==> src/rtl/core/eai_pkg.sv <==
// ----------------------------------------------------------------------------
// eai_pkg: shared types and constants of the edge attribute interpolator
// Holds the item and result payload structs and the action codes.
// ----------------------------------------------------------------------------
package eai_pkg;

    typedef enum logic [1:0] {
        ACT_LOAD_START = 2'd0,
        ACT_LOAD_END   = 2'd1,
        ACT_QUERY      = 2'd2,
        ACT_NONE       = 2'd3
    } action_t;

    typedef struct packed {
        logic [1:0]         action;
        logic signed [23:0] pos_x;
        logic signed [23:0] pos_y;
        logic signed [31:0] depth_in;
        logic [7:0]         red_in;
        logic [7:0]         green_in;
        logic [7:0]         blue_in;
        logic signed [15:0] normal_x_in;
        logic signed [15:0] normal_y_in;
        logic signed [15:0] normal_z_in;
    } item_t;

    typedef struct packed {
        logic signed [31:0] depth_out;
        logic [7:0]         red_out;
        logic [7:0]         green_out;
        logic [7:0]         blue_out;
        logic signed [15:0] unit_normal_x;
        logic signed [15:0] unit_normal_y;
        logic signed [15:0] unit_normal_z;
        logic signed [15:0] edge_y_low;
        logic signed [15:0] edge_y_high;
        logic               point_edge;
    } result_t;

    // One vertex as stored in the edge registers.
    typedef struct packed {
        logic signed [23:0] x;
        logic signed [23:0] y;
        logic signed [31:0] depth;
        logic [7:0]         red;
        logic [7:0]         green;
        logic [7:0]         blue;
        logic signed [15:0] nx;
        logic signed [15:0] ny;
        logic signed [15:0] nz;
    } vertex_t;

    // Query job handed from the front to the back.
    typedef struct packed {
        vertex_t            sv;
        vertex_t            ev;
        logic signed [23:0] q;
        logic               vert;
    } job_t;

    typedef enum logic [3:0] {
        ST_IDLE,
        ST_SETUP,
        ST_MUL,
        ST_DIV,
        ST_NEXT,
        ST_NSHIFT,
        ST_SQUARE,
        ST_SQRT,
        ST_NDIV,
        ST_DONE
    } back_state_t;

endpackage

==> src/rtl/core/eai_queue.sv <==
// ----------------------------------------------------------------------------
// eai_queue: two-entry job queue
// Decouple the front end from the back end.
// ----------------------------------------------------------------------------
module eai_queue (
    input  logic           clk,
    input  logic           rst_n,
    input  eai_pkg::job_t  wr_data,
    input  logic           wr_en,
    output logic           full,
    output eai_pkg::job_t  rd_data,
    output logic           rd_valid,
    input  logic           rd_en
);
    import eai_pkg::*;

    job_t       mem [2];
    logic       wp_reg, rp_reg;
    logic [1:0] cnt_reg;

    assign full     = (cnt_reg == 2'd2);
    assign rd_valid = (cnt_reg != 2'd0);
    assign rd_data  = mem[rp_reg];

    always_ff @(posedge clk)
    begin
        if (wr_en)
            mem[wp_reg] <= wr_data;
    end

    always_ff @(posedge clk or negedge rst_n)
    begin
        if (!rst_n)
        begin
            wp_reg  <= 1'b0;
            rp_reg  <= 1'b0;
            cnt_reg <= 2'd0;
        end
        else
        begin
            if (wr_en)
                wp_reg <= ~wp_reg;
            if (rd_en)
                rp_reg <= ~rp_reg;
            cnt_reg <= cnt_reg + {1'b0, wr_en} - {1'b0, rd_en};
        end
    end

endmodule

==> config.mk <==
export PLATFORM = sky130hd
export DESIGN_NAME = eai_queue
export DESIGN_NICKNAME = d
export VERILOG_FILES = /design/src/rtl/core/eai_pkg.sv /design/src/rtl/core/eai_queue.sv
export SDC_FILE = /design/constraint.sdc
export NUM_CORES = 1
export LEC_CHECK = 0
export BUFFER_PORTS_ARGS = -buffer_cell sky130_fd_sc_hd__buf_2
export CAP_MARGIN = 30
export CORE_AREA = 2 2 258 260
export DETAILED_ROUTE_END_ITERATION = 8
export DIE_AREA = 0 0 260 262
export PLACE_DENSITY = 0.66
export SLEW_MARGIN = 20
export SYNTH_ARGS = -nofsm -noshare
export SYNTH_HDL_FRONTEND = slang
export SYNTH_SLANG_ARGS = --single-unit
==> constraint.sdc <==
create_clock -name clk -period 20.2 [get_ports clk]
set_input_delay 1.01 -clock clk [delete_from_list [all_inputs] [get_ports clk]]
set_output_delay 1.01 -clock clk [all_outputs]
set_load 0.03 [all_outputs]
==> metrics.cfg <==
[run_status]
status=complete, no violations

[floorplan]
die_area_um2=68100
core_area_um2=65300
start_util_pct=39.0
io_pins=664
die_w_um=260
die_h_um=262
core.rowCount=94

[worst_setup_path]
crit_path_max_fanout=56
critPathArrivalTime_ns=4.24
crit_path_end_kind=output pin
start_kind=flop
worst-setup-path-type=flop to output pin
crit_required_ns=19.19

[clock_tree]
tritoncts=built
root_buffer=clkbuf_16
hold_buffers=0
cts_resized=0
cts_buffer_depth=3
cts.sinks=662
cts_made_buffers=72
clkSlewWorstSetupHoldPaths_ns=0.06
post_cts_buffers=0
h-tree-depth=3
clk_latency_ns=0.59

[grt]
grt_pass1_wl_mm=82.3
grt_overflow=0
antenna_found_initial=28
grt_pass1_vias=13227
grtUsageTotal_pct=16.6
grt_max_degree=128

[sta]
setup_tns_ns=0
fmaxAchievable_ghz=0.190
rsz0062_at_grt=false
finalCriticalPeriod_ns=5.25
relSlewSlack_pct=14.5
timing_hold_violations_final=0
setup_viol=0
worst_pin_slew_ns=1.28
setup_slack_ns=14.95
fin_skew_ns=0.00901
period_share_pct=26.0
maxSlewViolCount=0

[finish]
largest_reg_flops=658
final_nets=2095
layout_common_cells=663 x buf_2, 658 x edfxtp_1, 300 x mux2_4
mostFrequentLayoutCell=buf_2
nFillCells=5445
syn2layout_area_growth_pct=24.8
drive_gt1_share_pct=61.5

[pwr]
fin_total_pwr_mw=5.02
p_seq_share_pct=38.1
p_int_mw=3.27
clkPwrFrac_pct=24.8
pwr-share-comb_pct=37.1
power.density_nw_per_um2=158
ir_worst_vdd_v=0.000111
switching_share_pct=34.9
power.switching_mw=1.75
power.leakage_nw=12.7

[yosys]
syn_area_per_cell_um2=24.5
ys_seq_area_share_pct=78.0
syn_area_um2=25500
syn-num-nets=1374
ys_types=14
synth_seq_cells=662
yosys_warnings=0
synth_cells=1039

[detailed_routing]
vias=12517
wl_per_cell_um=22.3
finalWirelength_mm=60.2
ant_nets=0
drc=0
drt_iter0_markers=847
routed_via_density=4.63
dr.pass1.iters=4

[place]
hpwl_mm=43.3
dp_slack_ns=15.30
port_buffers=663
gp_congestion=0.889

[job]
drv_cap=0

[hold_path]
hp-class=input pin to asynchronous set/reset pin

power by group through the flow:
stage                     Sequential (mW)  Clock (mW)  Combinational, mW
after global placement               1.96           0               1.83
after detailed placement             1.95           0               1.86
after floorplan                      2.03           0               1.52
after global routing                 1.93        1.33               1.95
final                                1.91        1.24               1.87
after CTS                            1.92        1.28               1.86
worst max-delay path, stage by stage (launching register included):
cell	delay, ns
dfrtp_4	0.76
buf_4	0.37
buf_16	0.31
buf_4	0.82
buf_4	0.69
mux2_4	0.36
buf_2	0.18
cell usage after synthesis:
cell / n / area, um2
buf_6: 1 / 11.3
mux2_2: 29 / 327
xor3_1: 1 / 23.8
nor2b_1: 2 / 12.5
inv_1: 2 / 7.51
mux2_4: 300 / 4500
ha_1: 2 / 25.0
and2_1: 1 / 6.26
xor2_1: 2 / 17.5
edfxtp_1: 658 / 19800
dfrtp_1: 4 / 100
or2_2: 1 / 6.26
buf_2: 3 / 15.0
buf_12: 33 / 661
cells by family after synthesis:
| logic type | after synthesis | share of synthesized area [%] |
|---|---|---|
| XOR/XNOR | 3 | 0.162 |
| adder cells (fa/ha/maj) | 2 | 0.0982 |
| buffers and inverters | 39 | 2.73 |
| flip-flops | 662 | 78.0 |
| multiplexers | 329 | 19.0 |
| AND/OR/NAND/NOR | 4 | 0.0983 |
path summary, 6_finish.rpt:
| path | startpoint | endpoint | slack [ns] | cells past startpoint |
|---|---|---|---|---|
| max | rp_reg | rd_data[166] | 14.95 | 6 |
| min | rst_n | cnt_reg[1] | 0.22 | 1 |
| max reg2reg | wp_reg | mem[0][165] | 16.98 | 5 |
| min reg2reg | wp_reg | wp_reg | 0.54 | 1 |
| max in group asynchronous | rst_n | rp_reg | 19.84 | 1 |
| min in group clk | wp_reg | wp_reg | 0.54 | 1 |
layer usage:
metal | share of wire (%) | track usage [%] | up-vias
met3 | 6.8 | 4.25 | 147
met5 | 0.21 | 0.764 | -
met4 | 4.3 | 9.64 | 10
met2 | 53 | 29.3 | 466
met1 | 35 | 17.9 | 6252
li1 | - | - | 5642
metrics by stage:
stage	hold WS (ns)	cell area, um2	cells	utilization, %
2_1_floorplan	0.455	25500	1039	-
3_3_place_gp	0.532	29300	2542	44.9
3_5_place_dp	0.533	29400	2544	45.0
4_1_cts	0.176	31600	2675	48.4
5_1_grt	0.195	31800	2699	48.7
6_report	0.224	31800	2704	48.7
layout make-up:
type,instances,area [um2],share of cell area (%)
timing repair buffer,684,3620,11.4
antenna,23,57.6,0.181
multi-input combinational,338,4930,15.5
inverter,2,7.51,0.0236
clock inverter,48,403,1.27
clock buffer,83,1840,5.79
sequential,662,19900,62.5
tap,864,1080,3.40
Note: power is estimated with default switching activity, not from simulation.
