--- src/rtl/core/eai_pkg.sv ---
// ----------------------------------------------------------------------------
// eai_pkg: shared types and constants of the edge attribute interpolator
// Holds the item and result payload structs and the action codes.
// ----------------------------------------------------------------------------
package eai_pkg;

    typedef enum logic [1:0] {
        ACT_LOAD_START = 2'd0,
        ACT_LOAD_END   = 2'd1,
        ACT_QUERY      = 2'd2,
        ACT_NONE       = 2'd3
    } action_t;

    typedef struct packed {
        logic [1:0]         action;
        logic signed [23:0] pos_x;
        logic signed [23:0] pos_y;
        logic signed [31:0] depth_in;
        logic [7:0]         red_in;
        logic [7:0]         green_in;
        logic [7:0]         blue_in;
        logic signed [15:0] normal_x_in;
        logic signed [15:0] normal_y_in;
        logic signed [15:0] normal_z_in;
    } item_t;

    typedef struct packed {
        logic signed [31:0] depth_out;
        logic [7:0]         red_out;
        logic [7:0]         green_out;
        logic [7:0]         blue_out;
        logic signed [15:0] unit_normal_x;
        logic signed [15:0] unit_normal_y;
        logic signed [15:0] unit_normal_z;
        logic signed [15:0] edge_y_low;
        logic signed [15:0] edge_y_high;
        logic               point_edge;
    } result_t;

    // One vertex as stored in the edge registers.
    typedef struct packed {
        logic signed [23:0] x;
        logic signed [23:0] y;
        logic signed [31:0] depth;
        logic [7:0]         red;
        logic [7:0]         green;
        logic [7:0]         blue;
        logic signed [15:0] nx;
        logic signed [15:0] ny;
        logic signed [15:0] nz;
    } vertex_t;

    // Query job handed from the front to the back.
    typedef struct packed {
        vertex_t            sv;
        vertex_t            ev;
        logic signed [23:0] q;
        logic               vert;
    } job_t;

    typedef enum logic [3:0] {
        ST_IDLE,
        ST_SETUP,
        ST_MUL,
        ST_DIV,
        ST_NEXT,
        ST_NSHIFT,
        ST_SQUARE,
        ST_SQRT,
        ST_NDIV,
        ST_DONE
    } back_state_t;

endpackage

--- src/rtl/core/eai_front.sv ---
// ----------------------------------------------------------------------------
// eai_front: vertex registers and query issue
// Store vertex loads, turn a query into a job for the back end.
// ----------------------------------------------------------------------------
module eai_front (
    input  logic            clk,
    input  logic            rst_n,
    input  eai_pkg::item_t  item,
    input  logic            item_valid,
    output eai_pkg::job_t   job,
    output logic            job_valid
);
    import eai_pkg::*;

    vertex_t start_reg, end_reg;
    vertex_t load_v;

    always_comb
    begin
        load_v.x     = item.pos_x;
        load_v.y     = item.pos_y;
        load_v.depth = item.depth_in;
        load_v.red   = item.red_in;
        load_v.green = item.green_in;
        load_v.blue  = item.blue_in;
        load_v.nx    = item.normal_x_in;
        load_v.ny    = item.normal_y_in;
        load_v.nz    = item.normal_z_in;
    end

    always_ff @(posedge clk or negedge rst_n)
    begin
        if (!rst_n)
        begin
            start_reg <= '0;
            end_reg   <= '0;
        end
        else if (item_valid && item.action == ACT_LOAD_START)
            start_reg <= load_v;
        else if (item_valid && item.action == ACT_LOAD_END)
            end_reg <= load_v;
    end

    // Loads are taken in order with queries, so the job snapshots the
    // vertices as they stand now.
    always_comb
    begin
        job.sv   = start_reg;
        job.ev   = end_reg;
        job.vert = (start_reg.x == end_reg.x);
        job.q    = job.vert ? item.pos_y : item.pos_x;
    end
    assign job_valid = item_valid && (item.action == ACT_QUERY);

endmodule

--- config.mk ---
export PLATFORM = sky130hd
export DESIGN_NAME = eai_front
export DESIGN_NICKNAME = d
export VERILOG_FILES = /design/src/rtl/core/eai_pkg.sv /design/src/rtl/core/eai_front.sv
export SDC_FILE = /design/constraint.sdc
export NUM_CORES = 1
export LEC_CHECK = 0
export BUFFER_PORTS_ARGS = -buffer_cell sky130_fd_sc_hd__buf_4
export CAP_MARGIN = 10
export CORE_AREA = 8 8 185 187
export DETAILED_ROUTE_END_ITERATION = 10
export DIE_AREA = 0 0 193 195
export PLACE_DENSITY = 0.69
export SKIP_CTS_REPAIR_TIMING = 1
export SYNTH_ARGS = -nofsm -noshare
export SYNTH_HDL_FRONTEND = slang
export SYNTH_SLANG_ARGS = --single-unit
--- constraint.sdc ---
create_clock -name clk -period 2.2 [get_ports clk]
set_input_delay 0.44 -clock clk [delete_from_list [all_inputs] [get_ports clk]]
set_output_delay 0.44 -clock clk [all_outputs]
set_load 0.1 [all_outputs]
==> run metrics <==
status=complete, but fails checks; failing checks=setup timing; final wirelength=between 30000 and 40000 microns; sequential fraction of the synthesis area=64.7%; commonest non-fill, non-tap cell in the layout=buf_4; Critical Path End Type=output pin; Overflow after GRT=0; Compound-Gate Fraction of Synth Area=0%; crit-path max FO=7; cell family with most CP delay=simple AND/OR/NAND/NOR gates; gpl congestion=0.772; final design instance area without fill=17900 sq um; detailed-route DRC error count=0; row count=65; worst path required time=1760 ps; Vias/cell=4.79; crit path cell chain=xor2_1, nor4_1, nand4_1, nor3_4, buf_4, mux2_2, buf_4; Peak Freq=306 MHz; Die W=193 microns; minimum clock period=roughly 3300 ps; Final setup viols=25; worst r2r dst=job[171]; routed length on met3=3510 microns; Max Used Layer=met4; Util after Layout=57.4%; clk slew on worst S/H paths=60 ps; H-tree Lvls=2; Buf/Inv on CP=2; count of input and output buffers=a little under 500; Syn Inst Count=703; Synth Area in Simple Gates=0.712%; crit start category=register; initial antenna violation count=0; final hold violations=0; 1st-pass router iterations=4; Clock Sinks=304; Antenna Cells=0; Syn. warnings=0; CP endpoint=job[24]; largest net degree at the start of global routing=76; Total Power=0.0254 W; Register-to-Register Path Depth=2; Antenna Nets Post-Route=0; min-delay src=item[53]; relative slew slack=around two thirds; Mean Syn Cell Area=around 17 sq um; WP data arrival=around 2800 ps; HP Class=primary input to register; area of the core=31200 sq um; Crit Path Class=register to output pin; HPWL Detailed=27700 microns; Filler Cell Count=2515; placed cells=between 1500 and 2000; Largest stage delay, worst path=470 ps; TritonCTS buffer count=35; static leakage=8.42 nW; largest family of logic cells by synthesized area=multiplexers; most frequent cells in the layout=buf_4 (530), mux2_2 (309), dfrtp_1 (256); mux cell area share after synthesis=31.4%; cell area after synthesis=between 10000 and 15000 sq um; RR Startpoint=job[171]; Die H=195 microns; vias in the first global route=9076; Crit-path slowest cell=dfrtp_4; Worst Skew=0 ps; CTS root buf=clkbuf_16; post-synthesis register bit count=304; Hold Path Stages=2; Crit path depth=7; pwr dens=1420 nW/um^2; Area growth syn-to-layout=52.3%; Post-Syn Nets=860; Max Buffers Root-to-Sink=3; RSZ-0062 raised after global routing=true; Synth cell types=14; CTS tree=built; fin nets=1421; wl on met1=13600 microns; Initial Util=37.7%; Adder-Cell Fraction of Synth Area=0%; routed via count=8101; Post-Synth XOR/XNOR Area=1.79%; period utilisation layout=149%; met2 wire length=17700 microns; gr usage total=between 10% and 20%; Max-Cap Viols=0; Slew @ Worst Pin=around 490 ps; io pins=487; max reg flops=304; reg2reg setup slack=between 1000 and 1500 ps; initial drt markers=roughly 220; CP Launch Point=job[174]; Slew Limit Fails=0; layout cell share with drive strength beyond 1=about three quarters; Worst Setup Slack, final=-1070 ps; die area=37600 sq um; clk_lat worst skew=490 ps; Max VDD drop=1.02 mV; WHS=181 ps; routed len/inst=approximately 21 microns; cell repeated most along the worst path=buf_4; first-pass GRT wire length=roughly 54000 microns; dpl cell area=16600 sq um; Non-Filler Instances=between 1500 and 2000
how the worst min path moves through the flow:
stage | to | slack [ps]
floorplan | job[100] | 140
global placement | job[199] | 420
detailed placement | job[47] | 420
CTS | job[47] | -110
global route | job[114] | 160
finish | job[230] | 180
worst register-to-register path: cells and delay by family (launching register included):
family / cells / cell delay, ps
multiplexers: 1 / 270
flip-flops: 1 / 470
buffers and inverters: 1 / 140
layout make-up:
class	count	area, sq um	area share (%)
clock inverter	11	113	0.629
timing repair buffer	560	4490	25.1
multi-input combinational	363	4060	22.7
clock buffer	51	1050	5.85
tap	402	503	2.81
sequential	304	7700	43.0
cells by family after synthesis:
family / count (synthesis)
buffers and inverters: 36
XOR/XNOR: 24
flip-flops: 304
AND/OR/NAND/NOR: 11
multiplexers: 328
routing by layer:
| layer | vias up | GRT usage [%] |
|---|---|---|
| met5 | - | 0 |
| met4 | 0 | 6.36 |
| met3 | 73 | 6.74 |
| met2 | 323 | 31.6 |
| met1 | 4072 | 21.0 |
| li1 | 3633 | - |
per-stage QoR:
stage                     TNS, ps  setup WS [ps]
after global placement     -14360           -621
after detailed placement   -13630           -596
final                      -24740          -1070
after CTS                  -26950          -1130
after global routing       -28060          -1190
after floorplan            -11300           -514
cells in the mapped netlist:
| cell type | count | share of area, % |
|---|---|---|
| dfrtp_1 | 304 | 65 |
| xor2_1 | 16 | 1.2 |
| and3b_1 | 1 | 0.074 |
| nand4_1 | 3 | 0.16 |
| mux2_1 | 2 | 0.19 |
| nor3_4 | 1 | 0.14 |
| mux2_2 | 326 | 31 |
| clkbuf_1 | 17 | 0.54 |
| nand3b_1 | 1 | 0.064 |
| nor4_1 | 4 | 0.21 |
| buf_2 | 17 | 0.72 |
| xnor2_1 | 8 | 0.60 |
| buf_6 | 2 | 0.19 |
| nor3b_1 | 1 | 0.064 |
power by group:
| part | internal, W | switching [W] |
|---|---|---|
| clock network | 0.00354 | 0.00219 |
| logic | 0.00275 | 0.00962 |
| registers | 0.00671 | 0.000588 |
| total | 0.0130 | 0.0124 |
No activity file was read; power rests on OpenSTA's default activity.
